File: config.mk
export PLATFORM = sky130hd
export DESIGN_NAME = file_url_path_decoder_unit
export DESIGN_NICKNAME = d
export VERILOG_FILES = /design/src/rtl/core/fupd_pkg.sv /design/src/rtl/core/file_url_path_decoder_unit.sv /design/src/rtl/core/fupd_front.sv /design/src/rtl/core/fupd_queue.sv /design/src/rtl/core/fupd_back.sv
export SDC_FILE = /design/constraint.sdc
export NUM_CORES = 1
export LEC_CHECK = 0
export CORE_MARGIN = 4
export CORE_UTILIZATION = 60
export DETAILED_ROUTE_END_ITERATION = 7
export DONT_BUFFER_PORTS = 1
export PLACE_DENSITY = 0.86
export SLEW_MARGIN = 5
export SYNTH_ARGS = -nofsm -noshare
export SYNTH_HDL_FRONTEND = slang
export SYNTH_SLANG_ARGS = --single-unit
File: constraint.sdc
create_clock -name aclk -period 6.4 [get_ports aclk]
set_input_delay 0.96 -clock aclk [delete_from_list [all_inputs] [get_ports aclk]]
set_output_delay 0.96 -clock aclk [all_outputs]
set_load 0.01 [all_outputs]
File: src/rtl/core/fupd_pkg.sv
`default_nettype none

package fupd_pkg;

    localparam int QUEUE_DEPTH_DEF = 4;
    localparam int MAX_RES         = 3;

    localparam logic [3:0] PREFIX_LEN = 4'd7;
    localparam logic [3:0] POS_SLASH  = 4'd7;
    localparam logic [3:0] POS_BODY   = 4'd8;

    localparam logic [7:0] CH_PERCENT = 8'h25;
    localparam logic [7:0] CH_SLASH   = 8'h2F;

    typedef struct packed {
        logic [7:0] url_byte;
        logic       is_last;
    } in_t;

    typedef struct packed {
        logic [7:0] path_byte;
        logic       has_byte;
        logic       end_of_path;
        logic       bad_prefix;
    } out_t;

    typedef struct packed {
        logic [1:0]             cnt;
        out_t [MAX_RES-1:0]     res;
    } bundle_t;

    function automatic logic [7:0] prefix_char(input logic [2:0] pos);
        logic [7:0] c;
        case (pos)
            3'd0:    c = 8'h66;
            3'd1:    c = 8'h69;
            3'd2:    c = 8'h6C;
            3'd3:    c = 8'h65;
            3'd4:    c = 8'h3A;
            3'd5:    c = 8'h2F;
            3'd6:    c = 8'h2F;
            default: c = 8'h00;
        endcase
        return c;
    endfunction

    function automatic logic hex_ok(input logic [7:0] c);
        return (c >= 8'h30 && c <= 8'h39) || (c >= 8'h61 && c <= 8'h66)
            || (c >= 8'h41 && c <= 8'h46);
    endfunction

    function automatic logic [3:0] hex_val(input logic [7:0] c);
        logic [7:0] t;
        if (c >= 8'h61) begin
            t = c - 8'h57;
        end else if (c >= 8'h41) begin
            t = c - 8'h37;
        end else begin
            t = c - 8'h30;
        end
        return t[3:0];
    endfunction

    function automatic out_t mk_res(input logic [7:0] b, input logic has,
                                    input logic eop, input logic bad);
        out_t r;
        r.path_byte   = b;
        r.has_byte    = has;
        r.end_of_path = eop;
        r.bad_prefix  = bad;
        return r;
    endfunction

endpackage

`default_nettype wire

File: src/rtl/core/file_url_path_decoder_unit.sv
// A word accepted on s_ is written into the bundle queue; its results then pass
// through the registered output stage of fupd_back before they show on m_.
// Throughput: one URL word per cycle while each word yields at most one result
// and the queue is not full; a word yielding several results holds the result port
// until each is taken; the bundle queue (QUEUE_DEPTH entries) takes words meanwhile.
// Reset: aresetn is synchronous, active low; it clears parser state, queue and
// output valid. No clearing pass.
`default_nettype none

module file_url_path_decoder_unit #(
    parameter int QUEUE_DEPTH = fupd_pkg::QUEUE_DEPTH_DEF
) (
    input  wire logic             aclk,
    input  wire logic             aresetn,
    input  wire logic             s_valid,
    output logic                  s_ready,
    input  wire fupd_pkg::in_t    s_data,
    output logic                  m_valid,
    input  wire logic             m_ready,
    output fupd_pkg::out_t        m_data
);
    import fupd_pkg::*;

    logic    q_full;
    logic    q_push;
    logic    q_pop;
    logic    q_valid;
    bundle_t q_in;
    bundle_t q_head;

    fupd_front u_front (
        .aclk     (aclk),
        .aresetn  (aresetn),
        .s_valid  (s_valid),
        .s_ready  (s_ready),
        .s_data   (s_data),
        .q_full   (q_full),
        .q_push   (q_push),
        .q_bundle (q_in)
    );

    fupd_queue #(
        .DEPTH (QUEUE_DEPTH)
    ) u_queue (
        .aclk      (aclk),
        .aresetn   (aresetn),
        .push      (q_push),
        .push_data (q_in),
        .pop       (q_pop),
        .full      (q_full),
        .not_empty (q_valid),
        .head      (q_head)
    );

    fupd_back u_back (
        .aclk    (aclk),
        .aresetn (aresetn),
        .q_valid (q_valid),
        .q_head  (q_head),
        .q_pop   (q_pop),
        .m_valid (m_valid),
        .m_ready (m_ready),
        .m_data  (m_data)
    );

endmodule

`default_nettype wire

File: src/rtl/core/fupd_front.sv
`default_nettype none

module fupd_front (
    input  wire logic             aclk,
    input  wire logic             aresetn,
    input  wire logic             s_valid,
    output logic                  s_ready,
    input  wire fupd_pkg::in_t    s_data,
    input  wire logic             q_full,
    output logic                  q_push,
    output fupd_pkg::bundle_t     q_bundle
);
    import fupd_pkg::*;

    localparam logic [1:0] PEND_NONE  = 2'd0;
    localparam logic [1:0] PEND_PCT   = 2'd1;
    localparam logic [1:0] PEND_DIGIT = 2'd2;

    logic [3:0] pos_reg, pos_next;
    logic [1:0] pend_reg, pend_next;
    logic [7:0] held_reg, held_next;
    logic       disc_reg, disc_next;

    logic             acc;
    logic [7:0]       b;
    logic             last;
    logic [1:0]       n;
    out_t [MAX_RES-1:0] res;

    assign s_ready = !q_full;
    assign acc     = s_valid && s_ready;
    assign b       = s_data.url_byte;
    assign last    = s_data.is_last;

    always_comb begin
        pos_next  = pos_reg;
        pend_next = pend_reg;
        held_next = held_reg;
        disc_next = disc_reg;
        n         = 2'd0;
        res       = '0;
        if (acc) begin
            if (disc_reg) begin
                if (last) begin
                    disc_next = 1'b0;
                    pos_next  = 4'd0;
                end
            end else if (pos_reg < PREFIX_LEN) begin
                if (b != prefix_char(pos_reg[2:0])) begin
                    res[0] = mk_res(8'h00, 1'b0, 1'b1, 1'b1);
                    n      = 2'd1;
                    if (last) begin
                        pos_next = 4'd0;
                    end else begin
                        disc_next = 1'b1;
                    end
                end else begin
                    pos_next = pos_reg + 4'd1;
                    if (last) begin
                        res[0]   = mk_res(8'h00, 1'b0, 1'b1, pos_next < PREFIX_LEN);
                        n        = 2'd1;
                        pos_next = 4'd0;
                    end
                end
            end else begin
                pos_next = POS_BODY;
                if (!(pos_reg == POS_SLASH && b == CH_SLASH)) begin
                    case (pend_reg)
                        PEND_NONE: begin
                            if (b == CH_PERCENT) begin
                                pend_next = PEND_PCT;
                            end else begin
                                res[n] = mk_res(b, 1'b1, 1'b0, 1'b0);
                                n      = n + 2'd1;
                            end
                        end
                        PEND_PCT: begin
                            if (hex_ok(b)) begin
                                held_next = b;
                                pend_next = PEND_DIGIT;
                            end else begin
                                pend_next = PEND_NONE;
                                res[n]    = mk_res(CH_PERCENT, 1'b1, 1'b0, 1'b0);
                                n         = n + 2'd1;
                                if (b == CH_PERCENT) begin
                                    pend_next = PEND_PCT;
                                end else begin
                                    res[n] = mk_res(b, 1'b1, 1'b0, 1'b0);
                                    n      = n + 2'd1;
                                end
                            end
                        end
                        default: begin
                            pend_next = PEND_NONE;
                            if (hex_ok(b)) begin
                                res[n] = mk_res({hex_val(held_reg), hex_val(b)},
                                                1'b1, 1'b0, 1'b0);
                                n      = n + 2'd1;
                            end else begin
                                res[n] = mk_res(CH_PERCENT, 1'b1, 1'b0, 1'b0);
                                n      = n + 2'd1;
                                res[n] = mk_res(held_reg, 1'b1, 1'b0, 1'b0);
                                n      = n + 2'd1;
                                if (b == CH_PERCENT) begin
                                    pend_next = PEND_PCT;
                                end else begin
                                    res[n] = mk_res(b, 1'b1, 1'b0, 1'b0);
                                    n      = n + 2'd1;
                                end
                            end
                        end
                    endcase
                end
                if (last) begin
                    if (pend_next == PEND_PCT) begin
                        res[n] = mk_res(CH_PERCENT, 1'b1, 1'b0, 1'b0);
                        n      = n + 2'd1;
                    end else if (pend_next == PEND_DIGIT) begin
                        res[n] = mk_res(CH_PERCENT, 1'b1, 1'b0, 1'b0);
                        n      = n + 2'd1;
                        res[n] = mk_res(held_next, 1'b1, 1'b0, 1'b0);
                        n      = n + 2'd1;
                    end
                    if (n == 2'd0) begin
                        res[0] = mk_res(8'h00, 1'b0, 1'b0, 1'b0);
                        n      = 2'd1;
                    end
                    res[n - 2'd1].end_of_path = 1'b1;
                    pos_next  = 4'd0;
                    pend_next = PEND_NONE;
                    held_next = 8'h00;
                end
            end
        end
    end

    assign q_push       = acc && (n != 2'd0);
    assign q_bundle.cnt = n;
    assign q_bundle.res = res;

    always_ff @(posedge aclk) begin
        if (!aresetn) begin
            pos_reg  <= 4'd0;
            pend_reg <= PEND_NONE;
            held_reg <= 8'h00;
            disc_reg <= 1'b0;
        end else begin
            pos_reg  <= pos_next;
            pend_reg <= pend_next;
            held_reg <= held_next;
            disc_reg <= disc_next;
        end
    end

endmodule

`default_nettype wire

File: src/rtl/core/fupd_queue.sv
`default_nettype none

module fupd_queue #(
    parameter int DEPTH = fupd_pkg::QUEUE_DEPTH_DEF
) (
    input  wire logic               aclk,
    input  wire logic               aresetn,
    input  wire logic               push,
    input  wire fupd_pkg::bundle_t  push_data,
    input  wire logic               pop,
    output logic                    full,
    output logic                    not_empty,
    output fupd_pkg::bundle_t       head
);
    import fupd_pkg::*;

    localparam int PW = (DEPTH > 1) ? $clog2(DEPTH) : 1;
    localparam int CW = $clog2(DEPTH + 1);
    localparam logic [PW-1:0] LAST_PTR = PW'(DEPTH - 1);
    localparam logic [CW-1:0] FULL_CNT = CW'(DEPTH);

    bundle_t       mem [DEPTH];
    logic [PW-1:0] wr_ptr_reg, wr_ptr_next;
    logic [PW-1:0] rd_ptr_reg, rd_ptr_next;
    logic [CW-1:0] cnt_reg, cnt_next;

    assign full      = (cnt_reg == FULL_CNT);
    assign not_empty = (cnt_reg != '0);
    assign head      = mem[rd_ptr_reg];

    always_comb begin
        wr_ptr_next = wr_ptr_reg;
        rd_ptr_next = rd_ptr_reg;
        cnt_next    = cnt_reg;
        if (push) begin
            wr_ptr_next = (wr_ptr_reg == LAST_PTR) ? '0 : wr_ptr_reg + PW'(1);
        end
        if (pop) begin
            rd_ptr_next = (rd_ptr_reg == LAST_PTR) ? '0 : rd_ptr_reg + PW'(1);
        end
        if (push && !pop) begin
            cnt_next = cnt_reg + CW'(1);
        end else if (pop && !push) begin
            cnt_next = cnt_reg - CW'(1);
        end
    end

    always_ff @(posedge aclk) begin
        if (push) begin
            mem[wr_ptr_reg] <= push_data;
        end
    end

    always_ff @(posedge aclk) begin
        if (!aresetn) begin
            wr_ptr_reg <= '0;
            rd_ptr_reg <= '0;
            cnt_reg    <= '0;
        end else begin
            wr_ptr_reg <= wr_ptr_next;
            rd_ptr_reg <= rd_ptr_next;
            cnt_reg    <= cnt_next;
        end
    end

    a_no_overflow: assert property (@(posedge aclk) disable iff (!aresetn)
        push |-> (!full || pop))
        else $error("queue overflow");

    a_no_underflow: assert property (@(posedge aclk) disable iff (!aresetn)
        pop |-> not_empty)
        else $error("queue underflow");

    a_cnt_range: assert property (@(posedge aclk) disable iff (!aresetn)
        cnt_reg <= FULL_CNT)
        else $error("queue count out of range");

endmodule

`default_nettype wire

File: src/rtl/core/fupd_back.sv
`default_nettype none

module fupd_back (
    input  wire logic               aclk,
    input  wire logic               aresetn,
    input  wire logic               q_valid,
    input  wire fupd_pkg::bundle_t  q_head,
    output logic                    q_pop,
    output logic                    m_valid,
    input  wire logic               m_ready,
    output fupd_pkg::out_t          m_data
);
    import fupd_pkg::*;

    logic [1:0] idx_reg, idx_next;
    logic       vld_reg, vld_next;
    out_t       dat_reg, dat_next;
    logic       load;
    logic       take;

    assign load  = !vld_reg || m_ready;
    assign take  = load && q_valid;
    assign q_pop = take && (idx_reg == q_head.cnt - 2'd1);

    always_comb begin
        idx_next = idx_reg;
        vld_next = vld_reg;
        dat_next = dat_reg;
        if (load) begin
            vld_next = q_valid;
        end
        if (take) begin
            dat_next = q_head.res[idx_reg];
            idx_next = q_pop ? 2'd0 : idx_reg + 2'd1;
        end
    end

    always_ff @(posedge aclk) begin
        dat_reg <= dat_next;
    end

    always_ff @(posedge aclk) begin
        if (!aresetn) begin
            idx_reg <= 2'd0;
            vld_reg <= 1'b0;
        end else begin
            idx_reg <= idx_next;
            vld_reg <= vld_next;
        end
    end

    assign m_valid = vld_reg;
    assign m_data  = dat_reg;

    a_error_word: assert property (@(posedge aclk) disable iff (!aresetn)
        (vld_reg && dat_reg.bad_prefix) |-> (dat_reg.end_of_path && !dat_reg.has_byte))
        else $error("error word malformed");

    a_idx_in_bundle: assert property (@(posedge aclk) disable iff (!aresetn)
        take |-> (q_head.cnt != 2'd0 && idx_reg < q_head.cnt))
        else $error("result index beyond bundle");

endmodule

`default_nettype wire

# [After elaboration in Yosys (flattened, before gate mapping)]
# Memory sizes are Yosys's and may differ from the RTL's. A register that Yosys moved wholly into a read port is not among the register bits.
# Cells that the tools add are included.
[classes] bitwise_logic=5 n_lt_le_gt_ge=17 mux=110 reduce_logical=29 n_addsub=16 n_eq_ne=17
[op_table] operator="33-bit two-way mux" n=13
[op_table] operator="11-bit two-way mux" n=13
[op_table] operator="8-bit two-way mux" n=10
[op_table] operator="2-bit two-way mux" n=37
[op_table] operator="33-bit bitwise mux" n=2
[op_table] operator="11-bit demux with 2-bit select" n=3
[op_table] operator="22-bit two-way mux" n=3
[op_table] operator="11-bit one-hot mux with 2 select lines" n=2
[op_table] operator="7-bit one-hot mux with 6 select lines" n=1
[op_table] operator="4-bit two-way mux" n=10
[op_table] operator="8-bit by 7-bit greater-or-equal comparator with 1-bit output, second input constant" n=4
[op_table] operator="11-bit binary-select mux with 2-bit select" n=1
[op_table] operator="21-bit AND" n=1
[op_table] operator="21-bit inverter" n=1
[op_table] operator="8-bit by 6-bit == test with 1-bit output, second input constant" n=2
[op_table] operator="8-bit by 7-bit less-or-equal comparator with 1-bit output, second input constant" n=2
[op_table] operator="4-bit by 3-bit subtractor with 4-bit output, second input constant" n=4
[op_table] operator="1-bit logical AND" n=13
[op_table] operator="3-bit == test, second input constant" n=4
[op_table] operator="2-bit by 3-bit less-than comparator with 1-bit output, second input constant" n=4
[op_table] operator="12-bit bitwise OR" n=1
[op_table] operator="1-bit two-way mux" n=11
[op_table] operator="2-bit by 1-bit adder with 2-bit output, second input constant" n=5
[op_table] operator="8-bit by 6-bit greater-or-equal comparator with 1-bit output, second input constant" n=1
[op_table] operator="other kinds (26)" n=46
[word_totals] n_memories=1 out_inout_bits=13 in_bits=13 register_bits=36 ramBits=140 wordCells=208
[memory_table] memory="u_queue.mem" depth=4 word_bits=35 read_ports=1 rd_clocked_by_memory_dff=1 wr=1 line="fupd_queue.sv:22" source="bundle_t mem [DEPTH];"

# [Logic depth before layout (Yosys ltp)]
[depth] depth_word=34 ltp_mapped=20 depth_no_buf=20

# [Hierarchy]
# A second synthesis with hierarchy kept.
[hier_totals] hier_cells=636 hier_area_um2=8679.6
[by_module_without_submodules] mod="fupd_queue" seq_area_each_um2=4384.2 area_each_um2=5561.6 cells_each=227 n_inst=1
[by_module_without_submodules] mod="fupd_front" seq_area_each_um2=300.3 area_each_um2=2371.0 cells_each=339 n_inst=1
[by_module_without_submodules] mod="fupd_back" seq_area_each_um2=390.4 area_each_um2=747.0 cells_each=70 n_inst=1

# [Worst setup path after synthesis]
# OpenSTA, ideal clock, no wires.
[synth_timing] kind="input -> register" startpoint="input s_data[2] (netlist name)" endpoint="register u_queue.cnt_reg[2]" cell_stages=20 arrival_time_ps=4463 required_time_ps=6328 path_slack_ps=1865 path_buffers=0 setup_time_ps=72 cell_sequence="inv_1 -> ha_1 -> or3b_1 -> o2bb2ai_2 -> and3_1 -> nor2_4 -> o21ai_2 -> ha_1 -> and4_1 -> nor2_1 -> nand3_2 -> o31ai_2 -> nor2b_4 -> inv_2 -> ha_1 -> inv_1 -> fa_1 -> xor2_1 -> or3_1 -> a21oi_1"
[synth_lines] element="from (decl)" line="file_url_path_decoder_unit.sv:17" source="input wire fupd_pkg::in_t s_data,"
[synth_lines] element="to (signal assigned)" line="fupd_queue.sv:62" source="cnt_reg <= cnt_next;"
[synth_lines] element="to (decl)" line="fupd_queue.sv:25" source="logic [CW-1:0] cnt_reg, cnt_next;"

==> impl_table.tex <==
\begin{tabular}{lr}
\hline
Metric & Value \\
\hline
\multicolumn{2}{l}{\textbf{Synthesis}} \\
Count of mapped cells out of synthesis & 641 \\
Yosys warning count & 0 \\
Synth area leader & sky130\_fd\_sc\_hd\_\_edfxtp\_1 \\
Dominant cells by area after synthesis & sky130\_fd\_sc\_hd\_\_edfxtp\_1 51\%, sky130\_fd\_sc\_hd\_\_mux4\_2 8.9\%, sky130\_fd\_sc\_hd\_\_dfxtp\_1 6.5\% \\
Post-Synthesis Cell Area & 8350 sq um \\
EDFF count, synth & 143 \\
Syn avg cell area & 13.0 sq um \\
Predominant post-synthesis flop cell & sky130\_fd\_sc\_hd\_\_edfxtp\_1 \\
Proportion of synthesized chip area in sequential cells & 0.579 \\
Number of library cell types mapped by synthesis & 77 \\
Share of the synthesized area in the top cell type & 0.514 \\
Net count after synthesis & 677 \\
Most frequent cells after synthesis & 143 x sky130\_fd\_sc\_hd\_\_edfxtp\_1, 61 x sky130\_fd\_sc\_hd\_\_nand2\_1, 52 x sky130\_fd\_sc\_hd\_\_nor2\_1 \\
Most instantiated library cell after synthesis & sky130\_fd\_sc\_hd\_\_edfxtp\_1 \\
Flop and latch count out of synthesis & 170 \\
Async SR Flop Fraction & 0 \\
\multicolumn{2}{l}{\textbf{Worst setup path}} \\
Worst reg2reg setup slack & 2.18 ns \\
Kind of capture point of the worst setup path & flop \\
Crit path arrival time & 5.07 ns \\
Critical register-to-register path startpoint & u\_front.pos\_reg[0]\$\_SDFFE\_PN0P\_ \\
FF-to-FF End & u\_queue.cnt\_reg[2]\$\_SDFFE\_PN0P\_ \\
Maximum fanout count along the critical path & 10 \\
Kind of start point of the critical path & primary input \\
Endpoint required time on the critical path & 6.72 ns \\
Setup Crit Path Kind & primary input to flop \\
Reg2Reg Depth & 18 \\
\multicolumn{2}{l}{\textbf{Layout}} \\
Post-layout net count & 672 \\
Count of fill cells added during filler insertion & 938 \\
Combined area of the multi-input logic cells & 3210 sq um \\
Number of diodes & 0 \\
Max FFs per register & 132 \\
Sequential cell area & 4840 sq um \\
Final Core Density & 0.672 \\
Area grow syn2layout & 8.19\% \\
Cell area after layout & 9040 sq um \\
Share of cells above drive strength 1 & 0.159 \\
\multicolumn{2}{l}{\textbf{GRT}} \\
Grt total ovfl & 0 \\
Antenna violations before repair & 0 \\
Largest net degree at the start of global routing & 34 \\
Wire length of the first global-routing pass & 31500 microns \\
Via count of the first global-routing pass & 5474 \\
Overall Global Routing Usage & 0.260 \\
\multicolumn{2}{l}{\textbf{Clock tree}} \\
Post-CTS clock slew at the launch and capture registers of the worst setup and hold paths & 0.07 ns \\
Number of buffers on the longest clock path & 2 \\
Clock Sink Count & 170 \\
Resize count post-CTS & 0 \\
CTS tree & built \\
Total clock buffers created by CTS & 17 \\
Insertion delay to the later sink of the worst-skew pair & 0.43 ns \\
Hold bufs inserted after CTS & 0 \\
H-tree Lvls & 4 \\
Post-CTS setup buffers & 0 \\
Clock tree root driver cell & sky130\_fd\_sc\_hd\_\_clkbuf\_16 \\
\multicolumn{2}{l}{\textbf{Floorplanning}} \\
Die span in x & 126 microns \\
Die height & 126 microns \\
Effective utilization at floorplan & 0.621 \\
Number of ports placed on the die boundary & 26 \\
Core area & 13500 sq um \\
Die Outline Area & 15900 sq um \\
Number of placement rows & 42 \\
\multicolumn{2}{l}{\textbf{STA}} \\
Transition at the pin with the smallest max-transition slack & 0.925 ns \\
Aggregate negative setup slack & 0 ns \\
Headroom to the max-slew limit & 0.383 \\
Setup violation total in the final timing report & 0 \\
Fin. max-slew vios & 0 \\
Hold violation total from the final report & 0 \\
Min Hold Slack & 0.514 ns \\
Setup Skew & 0.0103 ns \\
Portion of the clock cycle consumed by the worst path in the final layout & 0.741 \\
Max Clock Freq & 211 MHz \\
Min Clock Period, post-route & 4.74 ns \\
RSZ-0062 raised after global routing & false \\
\multicolumn{2}{l}{\textbf{Power and ir drop}} \\
Static leakage & 3.12 nW \\
Clock network fraction of design power & 0.321 \\
Gate power share & 0.197 \\
Sw power & 0.862 mW \\
Fraction of power spent switching nets & 0.287 \\
Internal power consumption & 2.14 mW \\
Total power density per cell area & 332 nW/um\^{}2 \\
Worst IR Drop VDD & 0.172 mV \\
Seq pwr share & 0.482 \\
Final total power & 3.00 mW \\
\multicolumn{2}{l}{\textbf{Min path}} \\
Startpoint of the most critical hold path & u\_queue.rd\_ptr\_reg[0]\$\_SDFFE\_PN0P\_ \\
Kind of path behind the tightest hold check & flop to flop \\
Number of cells on the worst hold path & 2 \\
\multicolumn{2}{l}{\textbf{Placement}} \\
Final RePlAce weighted congestion & 0.972 \\
Total cell area at the placement stage & 8480 sq um \\
IO Port Bufs & 0 \\
Detailed Place HPWL & 12900 microns \\
\multicolumn{2}{l}{\textbf{Detailed routing}} \\
Post-route ant nets & 0 \\
Routed wirelength normalized by instance count & 24.1 microns \\
Remaining DRCs & 0 \\
Via density per instance & 6.69 \\
Number of design-rule violations left by the first detailed-router iteration & 791 \\
Detailed-route via count & 5522 \\
Detailed Routing Iterations Pass 1 & 6 \\
Final Routed Wirelength & 19900 microns \\
\multicolumn{2}{l}{\textbf{Job}} \\
Max-Cap Viols & 0 \\
\multicolumn{2}{l}{\textbf{Status}} \\
Status & finished clean \\
\hline
\end{tabular}
[per-stage QoR]
| stage | cells | setup WS (ns) |
|---|---|---|
| 3_3_place_gp | 793 | 1.62 |
| 5_1_grt | 825 | 1.40 |
| 4_1_cts | 825 | 1.72 |
| 2_1_floorplan | 641 | 1.86 |
| 3_5_place_dp | 793 | 1.32 |
| 6_report | 825 | 1.66 |
[critical path, cell delays in order]
cell	delay [ns]
sky130_fd_sc_hd__inv_1	0.14
sky130_fd_sc_hd__ha_1	0.19
sky130_fd_sc_hd__or3b_1	0.39
sky130_fd_sc_hd__o2bb2ai_2	0.16
sky130_fd_sc_hd__and3_1	0.23
sky130_fd_sc_hd__nor2_4	0.26
sky130_fd_sc_hd__o21ai_2	0.16
sky130_fd_sc_hd__ha_1	0.31
sky130_fd_sc_hd__and4_1	0.17
sky130_fd_sc_hd__nor2_1	0.16
sky130_fd_sc_hd__nand3_2	0.13
sky130_fd_sc_hd__o31ai_2	0.18
sky130_fd_sc_hd__nor2b_4	0.10
sky130_fd_sc_hd__inv_2	0.11
sky130_fd_sc_hd__ha_1	0.20
sky130_fd_sc_hd__inv_1	0.08
sky130_fd_sc_hd__fa_1	0.44
sky130_fd_sc_hd__xor2_1	0.19
sky130_fd_sc_hd__or3_1	0.32
sky130_fd_sc_hd__a21oi_1	0.19
[cells in the final DEF, fill, tap and decap left out, types with 8 or more instances in the layout]
cell                        Yosys  final
sky130_fd_sc_hd__nand3_1        8      8
sky130_fd_sc_hd__buf_4          3     12
sky130_fd_sc_hd__and2_1        11     11
sky130_fd_sc_hd__a22oi_1        8      8
sky130_fd_sc_hd__ha_1          22     22
sky130_fd_sc_hd__o22ai_1       11     11
sky130_fd_sc_hd__clkbuf_16      0     17
sky130_fd_sc_hd__inv_1         30     30
sky130_fd_sc_hd__o21ai_0       19     19
sky130_fd_sc_hd__dfxtp_1       27     26
sky130_fd_sc_hd__nor3_1         9      9
sky130_fd_sc_hd__nor2b_1        8      8
sky130_fd_sc_hd__nand2_1       61     61
sky130_fd_sc_hd__mux4_2        33     33
sky130_fd_sc_hd__mux2i_1       16     16
sky130_fd_sc_hd__nor2_1        52     52
sky130_fd_sc_hd__edfxtp_1     143    143
sky130_fd_sc_hd__a21oi_1       29     29
[worst max-delay path by stage]
stage,from,endpoint,slack [ns],cells after the start
global placement,s_data[2],u_queue.cnt_reg[2]$_SDFFE_PN0P_,1.62,20
detailed placement,s_data[2],u_queue.cnt_reg[2]$_SDFFE_PN0P_,1.32,20
CTS,s_data[2],u_queue.cnt_reg[2]$_SDFFE_PN0P_,1.72,20
floorplan,s_data[2],u_queue.cnt_reg[2]$_SDFFE_PN0P_,1.86,20
finish,s_data[2],u_queue.cnt_reg[2]$_SDFFE_PN0P_,1.66,20
global route,s_data[2],u_queue.cnt_reg[2]$_SDFFE_PN0P_,1.40,20
[logic make-up after synthesis]
group,Yosys count,synth area share
adder cells (fa/ha/maj),23,0.0354
AND/OR/NAND/NOR,187,0.112
multiplexers,51,0.111
buffers and inverters,68,0.0368
XOR/XNOR,12,0.0126
AO/OA/AOI/OAI,130,0.114
flip-flops,170,0.579
[metal layers]
layer	vias to the layer above	part of all wire	GRT usage
met5	-	0	0
met4	0	0.020	0.0826
met3	43	0.078	0.0627
met2	289	0.50	0.424
met1	2754	0.40	0.350
li1	2436	-	-
[power groups by stage]
stage               Sequential (mW)  Clock [mW]  Combinational, mW
finish                         1.45       0.963              0.591
detailed placement             1.47           0              0.586
global placement               1.45           0              0.555
floorplan                      1.45           0              0.452
global route                   1.46        1.03              0.645
CTS                            1.45       0.973              0.596
[area by class of cell]
type,instances,area share
multi-input cells,403,0.355
clock buffers,17,0.0471
well taps,176,0.0244
clock inverters,15,0.0150
flip-flops and latches,170,0.535
inverters,32,0.0133
repair buffers,12,0.00997
Note: power is estimated with default switching activity, not from simulation.
